`src/rtl/mtbc_pkg.sv`:
```
// Package: constants, types and codes shared by the tag balance checker.
`timescale 1ns / 1ps
`default_nettype none

package mtbc_pkg;

    // Sizing
    localparam int STACK_DEPTH  = 64;
    localparam int MAX_NAME_LEN = 10;
    localparam int NAME_BITS    = 5 * MAX_NAME_LEN;
    localparam int LEN_W        = $clog2(MAX_NAME_LEN + 2);
    localparam int ENTRY_W      = NAME_BITS + LEN_W;
    localparam int LINE_W       = 24;
    localparam int STATUS_W     = 3;
    localparam int CHAR_W       = 8;
    localparam int CNT_W        = $clog2(STACK_DEPTH + 1);
    localparam int ADDR_W       = (STACK_DEPTH > 1) ? $clog2(STACK_DEPTH) : 1;
    localparam int RAM_W        = ENTRY_W + LINE_W;
    localparam int OUT_W        = ((STATUS_W + LINE_W + 7) / 8) * 8;

    localparam logic [LINE_W-1:0] LINE_MAX = {LINE_W{1'b1}};
    localparam logic [LINE_W-1:0] LINE_ONE = LINE_W'(1);
    localparam logic [LEN_W-1:0]  LEN_MAX  = LEN_W'(MAX_NAME_LEN);
    localparam logic [LEN_W-1:0]  LEN_OVER = LEN_W'(MAX_NAME_LEN + 1);

    // Characters
    localparam logic [CHAR_W-1:0] CH_LT    = 8'h3C;
    localparam logic [CHAR_W-1:0] CH_GT    = 8'h3E;
    localparam logic [CHAR_W-1:0] CH_SLASH = 8'h2F;
    localparam logic [CHAR_W-1:0] CH_BANG  = 8'h21;
    localparam logic [CHAR_W-1:0] CH_LF    = 8'h0A;
    localparam logic [CHAR_W-1:0] CH_A     = 8'h41;
    localparam logic [CHAR_W-1:0] CH_Z     = 8'h5A;

    // Status codes
    localparam logic [STATUS_W-1:0] ST_OK         = 3'd0;
    localparam logic [STATUS_W-1:0] ST_STRAY      = 3'd1;
    localparam logic [STATUS_W-1:0] ST_UNCLOSED   = 3'd2;
    localparam logic [STATUS_W-1:0] ST_LENGTH     = 3'd3;
    localparam logic [STATUS_W-1:0] ST_CHAR       = 3'd4;
    localparam logic [STATUS_W-1:0] ST_UNBALANCED = 3'd5;
    localparam logic [STATUS_W-1:0] ST_COMMENT    = 3'd6;
    localparam logic [STATUS_W-1:0] ST_OVERFLOW   = 3'd7;

    typedef enum logic [2:0] {
        MODE_IDLE,
        MODE_TAG_START,
        MODE_OPEN,
        MODE_CLOSE,
        MODE_COMMENT,
        MODE_DRAIN
    } mode_t;

    // Parser -> stack
    typedef struct packed {
        logic               clear;
        logic               push;
        logic               pop;
        logic [ENTRY_W-1:0] entry;
        logic [LINE_W-1:0]  line;
    } stack_cmd_t;

    // Stack -> parser
    typedef struct packed {
        logic               empty;
        logic               full;
        logic [ENTRY_W-1:0] entry;
        logic [LINE_W-1:0]  line;
    } stack_top_t;

    // Parser -> output buffer
    typedef struct packed {
        logic                valid;
        logic [STATUS_W-1:0] status;
        logic [LINE_W-1:0]   line;
    } result_t;

endpackage

`default_nettype wire

```
`src/rtl/mtbc_out_buf.sv`:
```
// Result register with one skid entry behind it.
`timescale 1ns / 1ps
`default_nettype none

module mtbc_out_buf (
    input  wire logic                       aclk,
    input  wire logic                       aresetn,
    input  wire mtbc_pkg::result_t          res,
    output logic                            in_ready,
    output logic                            m_tvalid,
    input  wire logic                       m_tready,
    output logic [mtbc_pkg::OUT_W-1:0]      m_tdata
);

    localparam int DATA_W = mtbc_pkg::STATUS_W + mtbc_pkg::LINE_W;

    logic              out_valid_reg, out_valid_next;
    logic [DATA_W-1:0] out_data_reg, out_data_next;
    logic              skid_valid_reg, skid_valid_next;
    logic [DATA_W-1:0] skid_data_reg, skid_data_next;
    logic [DATA_W-1:0] new_data;

    assign new_data = {res.line, res.status};

    always_comb begin
        out_valid_next  = out_valid_reg;
        out_data_next   = out_data_reg;
        skid_valid_next = skid_valid_reg;
        skid_data_next  = skid_data_reg;
        if (!out_valid_reg || m_tready) begin
            if (skid_valid_reg) begin
                out_valid_next  = 1'b1;
                out_data_next   = skid_data_reg;
                skid_valid_next = 1'b0;
            end else begin
                out_valid_next = res.valid;
                out_data_next  = new_data;
            end
        end else if (res.valid) begin
            skid_valid_next = 1'b1;
            skid_data_next  = new_data;
        end
    end

    always_ff @(posedge aclk) begin
        if (!aresetn) begin
            out_valid_reg  <= 1'b0;
            skid_valid_reg <= 1'b0;
        end else begin
            out_valid_reg  <= out_valid_next;
            skid_valid_reg <= skid_valid_next;
        end
        out_data_reg  <= out_data_next;
        skid_data_reg <= skid_data_next;
    end

    assign in_ready = !skid_valid_reg;
    assign m_tvalid = out_valid_reg;
    assign m_tdata  = {{(mtbc_pkg::OUT_W - DATA_W){1'b0}}, out_data_reg};

endmodule

`default_nettype wire

```
`config.mk`:
```
export PLATFORM = sky130hd
export DESIGN_NAME = mtbc_out_buf
export DESIGN_NICKNAME = d
export VERILOG_FILES = /design/src/rtl/mtbc_pkg.sv /design/src/rtl/mtbc_out_buf.sv
export SDC_FILE = /design/constraint.sdc
export NUM_CORES = 1
export LEC_CHECK = 0
export BUFFER_PORTS_ARGS = -buffer_cell sky130_fd_sc_hd__buf_2
export CORE_UTILIZATION = 42
export CTS_CLUSTER_SIZE = 10
export DETAILED_ROUTE_END_ITERATION = 7
export PLACE_DENSITY_LB_ADDON = 0.12
export REMOVE_ABC_BUFFERS = 1
export SLEW_MARGIN = 20
export SYNTH_ARGS = -nofsm -noshare
export SYNTH_HDL_FRONTEND = slang
export SYNTH_SLANG_ARGS = --single-unit
```
`constraint.sdc`:
```
create_clock -name aclk -period 6.5 [get_ports aclk]
set_input_delay 0.325 -clock aclk [delete_from_list [all_inputs] [get_ports aclk]]
set_output_delay 0.325 -clock aclk [all_outputs]
set_load 0.03 [all_outputs]
```
==> reports/results.ini <==
[global_routing]
grtUsageTotal_pct=14.2
globalRouteOverflowTotal=0
grt_pass1_vias=1105
grt_max_degree=30
antenna_found_initial=0
grt_pass1_wl_um=5330

[setup_path]
crit_type=register to primary output
r2r_end=out_data_reg[3]$_DFFE_PP_
path_cells=buf_4, inv_1, buf_2
path_delay_family=flip-flops
cp_max_fo=15
cpPeakStageDelay_ns=0.80
reg2reg_slack_ns=4.71
end_kind=primary output
cp-startpoint=skid_valid_reg$_SDFFE_PP0P_
r2r_start=skid_valid_reg$_SDFFE_PP0P_
cp_slowest_cell=dfxtp_1
r2r_cells=2
start_kind=register
worstPathRequired_ns=6.17
crit_buf_inv=3
crit_arrival_ns=1.73

[clock_network]
cts-root-buf=clkbuf_8
post_cts_resized=0
clock_latency_ns=0.31
cts_max_path_buffers=2
postCtsHoldBufs=0
cts_tree=done
cts_setup_buffers=0
clk_pin_slew_ns=0.10
cts-buffers-inserted=5
htree_num_levels=2
numClockSinks=56

[power_and_ir_drop]
swShare_pct=23.9
ir_worst_vdd_v=0.000157
pwr-share-comb_pct=11.3
internal_power_uw=518
p_clk_share_pct=27.0
switchingPower_uw=163
power_frac_seq_pct=61.7
power_density_mw_per_mm2=268
p_leak_uw=0.000987

[synth]
synthCells=99
synth-seq-cells=56
avgSynthCellArea_um2=21.3
synth_top_area_cell=edfxtp_1
synth_top_cell_area_share_pct=76.8
synth.cell_area_mm2=0.00211
synth-seq-area-share_pct=78.7
yosys_warnings=0
yosysUniqueCellTypes=15
netlist_top_cells_area=edfxtp_1, mux2_2, mux2_4

[worst_hold_path]
hold_path.class=input pin to register
holdPathEnd=skid_data_reg[7]$_DFFE_PP_
holdPathStages=1
min_from=res[4]

[timing]
max_slew_margin_pct=51.4
hold_violations=0
tightest_slew_ns=0.728
skew_ns=0.00862
setup_viol=0
final_max_slew_viol_count=0
setup-tns-final_ns=0
finalCritPeriodShare_pct=31.6
rsz0062_at_grt=false
post-route-min-period_ns=2.05
max_freq_ghz=0.487

[layout]
diodes=0
final_layout_size_suffix_gt1_share_pct=59.4
fin_cells=232
stdcell_area_mm2=0.00254
area_growth_pct=20.4
nets=195

[floorplan]
die-area_mm2=0.00532
die_x_um=72.9
start_util_pct=44.1
core_mm2=0.00479
rows=25
num_io_pins=65
die_h_um=72.9

[placement]
place.gp.congestion=0.640
portBuffers=59
place_area_mm2=0.00246
dpl.cell_count=224
dp_hpwl_um=2330

[detailed_routing]
num_vias=1069
drtIter0Drc=81
wl_um=3410
drcViolationCount=0
wire_per_inst_um=14.7
dr.pass1.iters=4
postRouteAntennaNets=0
vias_per_cell=4.61

[run_status]
status=finished clean

[job]
cap_violations=0

-- per-layer routing --
metal / wire length [um] / track usage (%) / vias to the layer above
met3: 163 / 3.45 / 7
met5: 0 / 0 / -
met2: 1550 / 21.7 / 47
li1: - / - / 498
met4: 82 / 8.50 / 0
met1: 1610 / 18.5 / 517
-- area by class of cell --
cell class | instances | area, um^2
clock buffers | 7 | 76.3
clock inverters | 1 | 5.00
fillers | 417 | 2240
inverters | 2 | 7.51
multi-input cells | 37 | 392
flip-flops and latches | 56 | 1660
well taps | 67 | 83.8
repair buffers | 62 | 318
-- worst max path at each step --
| stage | depth (start not counted) | endpoint | slack, ns |
|---|---|---|---|
| after floorplan | 2 | skid_data_reg[0]$_DFFE_PP_ | 3.60 |
| final | 3 | in_ready | 4.45 |
| after detailed placement | 4 | skid_data_reg[3]$_DFFE_PP_ | 4.69 |
| after global placement | 4 | skid_data_reg[3]$_DFFE_PP_ | 4.73 |
| after CTS | 3 | in_ready | 4.42 |
| after global routing | 3 | in_ready | 4.32 |
-- layout by cell type (no fill, tap or decap) --
cell / netlist / routed
clkinv_2: 0 / 1
clkbuf_8: 0 / 5
edfxtp_1: 54 / 54
buf_2: 1 / 59
a21boi_1: 1 / 1
inv_1: 2 / 2
conb_1: 1 / 5
nand2b_1: 1 / 1
clkbuf_1: 0 / 2
buf_4: 5 / 3
dfxtp_1: 2 / 2
nor3b_2: 1 / 1
mux2_2: 19 / 19
nor2_2: 1 / 2
mux2_4: 8 / 8
-- cells in the mapped netlist, drive strengths merged --
library cell   n
edfxtp        54
mux2          27
buf            8
dfxtp          2
inv            2
nor2           2
a21boi         1
conb           1
nand2b         1
nor3b          1
-- kinds of logic after synthesis --
logic type | Yosys count | share of synthesized area (%)
flops | 56 | 78.7
mux | 27 | 15.8
buf+inv | 10 | 3.61
simple gates | 4 | 1.36
compound gates | 1 | 0.356
other cells | 1 | 0.178
-- worst register-to-register path, stage by stage, from the launching register on --
cell and delay (ns):
dfxtp_1 0.80, buf_4 0.38, mux2_2 0.37
-- power by group through the flow --
| stage | combinational, uW | clock, uW | sequential, uW |
|---|---|---|---|
| finish | 77.0 | 184 | 420 |
| global route | 82.5 | 200 | 422 |
| CTS | 78.3 | 188 | 421 |
| detailed placement | 78.3 | 0 | 429 |
| global placement | 77.5 | 0 | 428 |
| floorplan | 20.5 | 0 | 458 |
-- through the flow --
| stage | util (%) | worst slack [ns] | power (uW) | hold slack [ns] |
|---|---|---|---|---|
| final | 53.2 | 4.45 | 681 | 0.198 |
| after global routing | 53.2 | 4.32 | 705 | 0.192 |
| after CTS | 53.2 | 4.42 | 686 | 0.194 |
| after detailed placement | 51.5 | 4.69 | 507 | 0.518 |
| after global placement | 51.5 | 4.73 | 506 | 0.514 |
| after floorplan | - | 3.60 | 478 | 0.424 |
(Power assumes the default switching activity.)
