[config.mk]
export PLATFORM = sky130hd
export DESIGN_NAME = mtbc_parser
export DESIGN_NICKNAME = d
export VERILOG_FILES = /design/src/rtl/mtbc_pkg.sv /design/src/rtl/mtbc_parser.sv
export SDC_FILE = /design/constraint.sdc
export NUM_CORES = 1
export LEC_CHECK = 0
export ABC_AREA = 1
export BUFFER_PORTS_ARGS = -buffer_cell sky130_fd_sc_hd__buf_2
export CORE_MARGIN = 2
export CORE_UTILIZATION = 51
export DETAILED_ROUTE_END_ITERATION = 8
export GPL_ROUTABILITY_DRIVEN = 0
export PLACE_DENSITY = 0.9
export SETUP_SLACK_MARGIN = 0.1
export SYNTH_ARGS = -nofsm -noshare
export SYNTH_HDL_FRONTEND = slang
export SYNTH_SLANG_ARGS = --single-unit
[constraint.sdc]
create_clock -name aclk -period 4.56 [get_ports aclk]
set_clock_uncertainty 0.2 [all_clocks]
set_input_delay 0.912 -clock aclk [delete_from_list [all_inputs] [get_ports aclk]]
set_output_delay 0.912 -clock aclk [all_outputs]
set_load 0.02 [all_outputs]
[src/rtl/mtbc_pkg.sv]
// Package: constants, types and codes shared by the tag balance checker.
`timescale 1ns / 1ps
`default_nettype none

package mtbc_pkg;

    // Sizing
    localparam int STACK_DEPTH  = 64;
    localparam int MAX_NAME_LEN = 10;
    localparam int NAME_BITS    = 5 * MAX_NAME_LEN;
    localparam int LEN_W        = $clog2(MAX_NAME_LEN + 2);
    localparam int ENTRY_W      = NAME_BITS + LEN_W;
    localparam int LINE_W       = 24;
    localparam int STATUS_W     = 3;
    localparam int CHAR_W       = 8;
    localparam int CNT_W        = $clog2(STACK_DEPTH + 1);
    localparam int ADDR_W       = (STACK_DEPTH > 1) ? $clog2(STACK_DEPTH) : 1;
    localparam int RAM_W        = ENTRY_W + LINE_W;
    localparam int OUT_W        = ((STATUS_W + LINE_W + 7) / 8) * 8;

    localparam logic [LINE_W-1:0] LINE_MAX = {LINE_W{1'b1}};
    localparam logic [LINE_W-1:0] LINE_ONE = LINE_W'(1);
    localparam logic [LEN_W-1:0]  LEN_MAX  = LEN_W'(MAX_NAME_LEN);
    localparam logic [LEN_W-1:0]  LEN_OVER = LEN_W'(MAX_NAME_LEN + 1);

    // Characters
    localparam logic [CHAR_W-1:0] CH_LT    = 8'h3C;
    localparam logic [CHAR_W-1:0] CH_GT    = 8'h3E;
    localparam logic [CHAR_W-1:0] CH_SLASH = 8'h2F;
    localparam logic [CHAR_W-1:0] CH_BANG  = 8'h21;
    localparam logic [CHAR_W-1:0] CH_LF    = 8'h0A;
    localparam logic [CHAR_W-1:0] CH_A     = 8'h41;
    localparam logic [CHAR_W-1:0] CH_Z     = 8'h5A;

    // Status codes
    localparam logic [STATUS_W-1:0] ST_OK         = 3'd0;
    localparam logic [STATUS_W-1:0] ST_STRAY      = 3'd1;
    localparam logic [STATUS_W-1:0] ST_UNCLOSED   = 3'd2;
    localparam logic [STATUS_W-1:0] ST_LENGTH     = 3'd3;
    localparam logic [STATUS_W-1:0] ST_CHAR       = 3'd4;
    localparam logic [STATUS_W-1:0] ST_UNBALANCED = 3'd5;
    localparam logic [STATUS_W-1:0] ST_COMMENT    = 3'd6;
    localparam logic [STATUS_W-1:0] ST_OVERFLOW   = 3'd7;

    typedef enum logic [2:0] {
        MODE_IDLE,
        MODE_TAG_START,
        MODE_OPEN,
        MODE_CLOSE,
        MODE_COMMENT,
        MODE_DRAIN
    } mode_t;

    // Parser -> stack
    typedef struct packed {
        logic               clear;
        logic               push;
        logic               pop;
        logic [ENTRY_W-1:0] entry;
        logic [LINE_W-1:0]  line;
    } stack_cmd_t;

    // Stack -> parser
    typedef struct packed {
        logic               empty;
        logic               full;
        logic [ENTRY_W-1:0] entry;
        logic [LINE_W-1:0]  line;
    } stack_top_t;

    // Parser -> output buffer
    typedef struct packed {
        logic                valid;
        logic [STATUS_W-1:0] status;
        logic [LINE_W-1:0]   line;
    } result_t;

endpackage

`default_nettype wire

[src/rtl/mtbc_parser.sv]
// Tag parser: mode, name and line registers, per-byte next-state logic.
`timescale 1ns / 1ps
`default_nettype none

module mtbc_parser (
    input  wire logic                         aclk,
    input  wire logic                         aresetn,
    input  wire logic                         in_fire,
    input  wire logic [mtbc_pkg::CHAR_W-1:0]  char_code,
    input  wire logic                         end_of_stream,
    input  wire mtbc_pkg::stack_top_t         top,
    output mtbc_pkg::stack_cmd_t              cmd,
    output mtbc_pkg::result_t                 res
);

    mtbc_pkg::mode_t                mode_reg, mode_next;
    logic [mtbc_pkg::NAME_BITS-1:0] name_reg, name_next;
    logic [mtbc_pkg::LEN_W-1:0]     len_reg, len_next;
    logic [mtbc_pkg::LINE_W-1:0]    line_reg, line_next;

    logic [mtbc_pkg::LINE_W-1:0]      line_inc;
    logic [mtbc_pkg::NAME_BITS-1:0]   shifted;
    logic [mtbc_pkg::NAME_BITS-1:0]   add_name;
    logic [mtbc_pkg::LEN_W-1:0]       add_len;
    logic [mtbc_pkg::ENTRY_W-1:0]     packed_name;
    logic                             is_letter, length_ok;
    logic                             do_fail, new_doc;
    logic [mtbc_pkg::STATUS_W-1:0]    fail_st;
    mtbc_pkg::mode_t                  doc_mode;

    assign line_inc = (char_code == mtbc_pkg::CH_LF && line_reg != mtbc_pkg::LINE_MAX)
                      ? line_reg + 1'b1 : line_reg;
    assign is_letter   = (char_code >= mtbc_pkg::CH_A) && (char_code <= mtbc_pkg::CH_Z);
    assign length_ok   = (len_reg != '0) && (len_reg <= mtbc_pkg::LEN_MAX);
    assign packed_name = {len_reg, name_reg};
    // 'A'..'Z' map to 1..26 in the low five bits
    assign shifted     = {name_reg[mtbc_pkg::NAME_BITS-6:0], char_code[4:0]};

    always_comb begin
        if (len_reg < mtbc_pkg::LEN_MAX) begin
            add_name = shifted;
            add_len  = len_reg + 1'b1;
        end else begin
            add_name = name_reg;
            add_len  = mtbc_pkg::LEN_OVER;
        end
    end

    // Next state
    always_comb begin
        mode_next = mode_reg;
        name_next = name_reg;
        len_next  = len_reg;
        line_next = line_reg;
        do_fail   = 1'b0;
        fail_st   = mtbc_pkg::ST_OK;
        new_doc   = 1'b0;
        doc_mode  = mtbc_pkg::MODE_IDLE;
        cmd       = '0;
        cmd.entry = packed_name;
        cmd.line  = line_inc;
        if (in_fire) begin
            if (end_of_stream) begin
                new_doc = 1'b1;
            end else if (mode_reg != mtbc_pkg::MODE_DRAIN) begin
                line_next = line_inc;
                case (mode_reg)
                    mtbc_pkg::MODE_IDLE: begin
                        if (char_code == mtbc_pkg::CH_GT) begin
                            do_fail = 1'b1;
                            fail_st = mtbc_pkg::ST_STRAY;
                        end else if (char_code == mtbc_pkg::CH_LT) begin
                            name_next = '0;
                            len_next  = '0;
                            mode_next = mtbc_pkg::MODE_TAG_START;
                        end
                    end
                    mtbc_pkg::MODE_TAG_START: begin
                        if (char_code == mtbc_pkg::CH_SLASH) begin
                            mode_next = mtbc_pkg::MODE_CLOSE;
                        end else if (char_code == mtbc_pkg::CH_BANG) begin
                            mode_next = mtbc_pkg::MODE_COMMENT;
                        end else if (char_code == mtbc_pkg::CH_GT) begin
                            do_fail = 1'b1;
                            fail_st = mtbc_pkg::ST_LENGTH;
                        end else if (is_letter) begin
                            name_next = add_name;
                            len_next  = add_len;
                            mode_next = mtbc_pkg::MODE_OPEN;
                        end else begin
                            do_fail = 1'b1;
                            fail_st = mtbc_pkg::ST_CHAR;
                        end
                    end
                    mtbc_pkg::MODE_OPEN: begin
                        if (char_code == mtbc_pkg::CH_GT) begin
                            if (!length_ok) begin
                                do_fail = 1'b1;
                                fail_st = mtbc_pkg::ST_LENGTH;
                            end else if (top.full) begin
                                do_fail = 1'b1;
                                fail_st = mtbc_pkg::ST_OVERFLOW;
                            end else begin
                                cmd.push  = 1'b1;
                                name_next = '0;
                                len_next  = '0;
                                mode_next = mtbc_pkg::MODE_IDLE;
                            end
                        end else if (is_letter) begin
                            name_next = add_name;
                            len_next  = add_len;
                        end else begin
                            do_fail = 1'b1;
                            fail_st = mtbc_pkg::ST_CHAR;
                        end
                    end
                    mtbc_pkg::MODE_CLOSE: begin
                        if (char_code == mtbc_pkg::CH_GT) begin
                            if (!length_ok) begin
                                do_fail = 1'b1;
                                fail_st = mtbc_pkg::ST_LENGTH;
                            end else if (top.empty) begin
                                do_fail = 1'b1;
                                fail_st = mtbc_pkg::ST_UNBALANCED;
                            end else if (top.entry != packed_name) begin
                                do_fail = 1'b1;
                                fail_st = mtbc_pkg::ST_UNBALANCED;
                            end else begin
                                cmd.pop   = 1'b1;
                                name_next = '0;
                                len_next  = '0;
                                mode_next = mtbc_pkg::MODE_IDLE;
                            end
                        end else if (is_letter) begin
                            name_next = add_name;
                            len_next  = add_len;
                        end else begin
                            do_fail = 1'b1;
                            fail_st = mtbc_pkg::ST_CHAR;
                        end
                    end
                    mtbc_pkg::MODE_COMMENT: begin
                        if (char_code == mtbc_pkg::CH_GT) begin
                            mode_next = mtbc_pkg::MODE_IDLE;
                        end
                    end
                    default: begin
                        new_doc = 1'b1;
                    end
                endcase
                if (do_fail) begin
                    new_doc  = 1'b1;
                    doc_mode = mtbc_pkg::MODE_DRAIN;
                end
            end
        end
        if (new_doc) begin
            mode_next = doc_mode;
            name_next = '0;
            len_next  = '0;
            line_next = mtbc_pkg::LINE_ONE;
            cmd.clear = 1'b1;
            cmd.push  = 1'b0;
            cmd.pop   = 1'b0;
        end
    end

    // Result
    always_comb begin
        res = '0;
        if (in_fire && mode_reg != mtbc_pkg::MODE_DRAIN) begin
            if (end_of_stream) begin
                res.valid = 1'b1;
                case (mode_reg)
                    mtbc_pkg::MODE_TAG_START, mtbc_pkg::MODE_OPEN,
                    mtbc_pkg::MODE_CLOSE: begin
                        res.status = mtbc_pkg::ST_UNCLOSED;
                        res.line   = line_reg;
                    end
                    mtbc_pkg::MODE_COMMENT: begin
                        res.status = mtbc_pkg::ST_COMMENT;
                        res.line   = line_reg;
                    end
                    default: begin
                        if (!top.empty) begin
                            res.status = mtbc_pkg::ST_UNBALANCED;
                            res.line   = top.line;
                        end
                    end
                endcase
            end else if (do_fail) begin
                res.valid  = 1'b1;
                res.status = fail_st;
                res.line   = line_inc;
            end
        end
    end

    always_ff @(posedge aclk) begin
        if (!aresetn) begin
            mode_reg <= mtbc_pkg::MODE_IDLE;
            name_reg <= '0;
            len_reg  <= '0;
            line_reg <= mtbc_pkg::LINE_ONE;
        end else begin
            mode_reg <= mode_next;
            name_reg <= name_next;
            len_reg  <= len_next;
            line_reg <= line_next;
        end
    end

endmodule

`default_nettype wire

==> out/results.ini <==
[status]
status = finished, final reports clean

[clock_network]
ctsLongestPathBuffers = 2
clock_sinks = 81
cts_resized = 0
clk_pin_slew_ps = 60
cts_tree = built
ctsHoldBuffers = 0
post_cts_buffers = 0
clk_latency_ps = 350
clockRootBuffer = clkbuf_16
htreeDepth = 3
cts_buffers = 9

[route]
viasPerCell = 5.27
drc_errors = 0
finalWirelength_um = 19200
postRouteAntennaNets = 0
num_vias = 7279
drt_iter0_drc = 711
wire_per_inst_um = 13.9
drt_first_pass_iters = 7

[placement]
dpl.cell_count = 1366
postPlaceCellArea_um2 = 7240
hpwl_um = 14600
port_buffers = 200
post-place-ws_ps = 340

[timing]
min_period_over_period = 0.937
hold_viol = 0
drv_slew = 0
setup_viol = 0
rsz0062_at_grt = no
max_freq_ghz = 0.234
relSlewSlack = 0.385
tightest_slew_ps = 920
hold_ws_ps = 309
period_needed_ps = 4270
timing.setup.tns_ps = 0
fin_ws_ps = 287

[global_routing]
grt_usage = 0.290
antenna_found_initial = 0
grt_first_pass_wirelength_um = 30500
grt_max_degree = 58
gr-total-overflow = 0
grt_pass1_vias = 6445

[cells_and_area]
largest_reg_flops = 50
antennaDiodeCount = 0
fin_util = 0.633
design_area_um2 = 7540
drive_gt1_frac = 0.199
syn2layout_area_growth_pct = 22.3
nNetsFinal = 1326
finalNonFillerCells = 1382

[critical_path]
crit_chain = buf_2 > xnor2_1 > nand2_1 > nor2_1 > nand2_1 > nor2_1 > nand2_1 > nor2_1 > nand4_1 > nand2_1 > nand2_1 > nand2_1 > nand2_1 > nand2_4 > nor3_1 > buf_2
cp-start-kind = primary input
crit_top_cell = nand2_1
crit_type = in -> out
max_stage_delay_ps = 410
required_ps = 3450
end_kind = output port
path_max_fanout = 27
cp.arrival_ps = 3160
slowest_stage = xnor2_1

[synthesis]
synth_area_leaders = dfxtp_1 (26%), nand2_1 (16%), nor2_1 (10%)
synthesis.area_um2 = 6160
syn_inst = 1050
ys_warn_count = 0
yosysUniqueCellTypes = 39
synth_top_area_frac = 0.263
avgSynthCellArea_um2 = 5.87
synth_nets = 1146
ys_ff_latch = 81
post-synth-top-area-cell = dfxtp_1
synth-seq-area-share = 0.263

[min_path]
min_path_type = reg -> reg

[die]
dieWidth_um = 114
die_y_um = 114
rows = 40
pin_count = 201
dieArea_um2 = 13000
core_area_um2 = 11900
initial_core_util = 0.517

[pwr]
power_mw = 2.04
power_density_nw_per_um2 = 270
p_leak_nw = 3.95
peakVddDrop_mv = 0.243

[flow_run]
cap_violations = 0

[layout by cell type (no fill, tap or decap), types with 2 or more instances in the layout]
cell and instances:
xnor2_1 27, nand3b_1 2, a221oi_1 10, xor2_1 39, nor2_1 169, nor3_2 5, o21ai_1 50, a21oi_1 38
o21ai_0 59, inv_2 6, a31oi_1 2, nand4_1 16, ha_1 4, nor4_1 8, clkbuf_16 9, nor3_1 29
nand2_2 5, dfxtp_1 81, buf_4 5, buf_2 200, nand3_1 26, clkinv_4 3, inv_1 151, and2_1 4
nand2_1 267
[logic make-up after synthesis]
logic type               count (synthesis)  share of synthesized area
buffers and inverters                  195                      0.125
flip-flops                              81                      0.263
AND/OR/NAND/NOR                        541                      0.368
AO/OA/AOI/OAI                          163                      0.142
XOR/XNOR                                66                     0.0938
adder cells (fa/ha/maj)                  4                    0.00812
[final timing paths]
path                             startpoint            to  slack (ps)  cells after the start
worst max-delay path                top[76]        res[2]         290                     16
worst max register to register   len_reg[2]  line_reg[23]        1240                     13
worst min register to register  line_reg[2]   line_reg[2]         310                      2
worst min-delay path            line_reg[2]   line_reg[2]         310                      2
[per-layer routing]
layer,track usage,up-vias,share of wire
met4,0.130,0,0.035
met2,0.486,343,0.47
met3,0.0505,60,0.084
met5,0,-,0
li1,-,3655,-
met1,0.366,3221,0.41
[synthesized netlist by cell type]
cell and count:
nand2b_1 1, nor2_1 169, a31oi_1 2, a221oi_1 10
clkbuf_1 15, o21ai_0 59, nand2_2 6, buf_4 6
a21boi_1 1, o211ai_1 1, xor2_1 39, o211ai_2 1
buf_2 15, nand3b_1 2, a21oi_1 38, nor4_1 8
nor2_2 1, and3_1 1, ha_1 4, nor2b_1 1
inv_1 151, clkinv_1 1, nor3b_2 1, buf_1 1
and2_1 4, nand2_1 267, xnor2_1 27, or2_2 1
o21ai_1 50, nand3_1 26, nor3_2 5, nand4_1 16
nand3_2 1, nor3_1 29, nor4_2 1, o2111ai_1 1
dfxtp_1 81, inv_2 6, nand3b_2 1
[worst max-delay path, delay by kind of cell]
family	cells	cell delay, ps
buf+inv	2	280
xor+xnor	1	410
simple gates	13	1530
[power by group]
group          switching, mW  leakage [nW]  internal, mW
logic                  0.394          3.15         0.180
clock network          0.321         0.145         0.391
registers             0.0244         0.654         0.726
total                  0.740          3.95          1.30
[final cells by class]
cell class	instances	area, um^2
clock buffers	10	239
flip-flops and latches	81	1620
multi-input cells	774	3790
clock inverters	6	51.3
fillers	1094	4370
well taps	147	184
repair buffers	206	1060
inverters	158	593
Note: power is estimated with default switching activity, not from simulation.
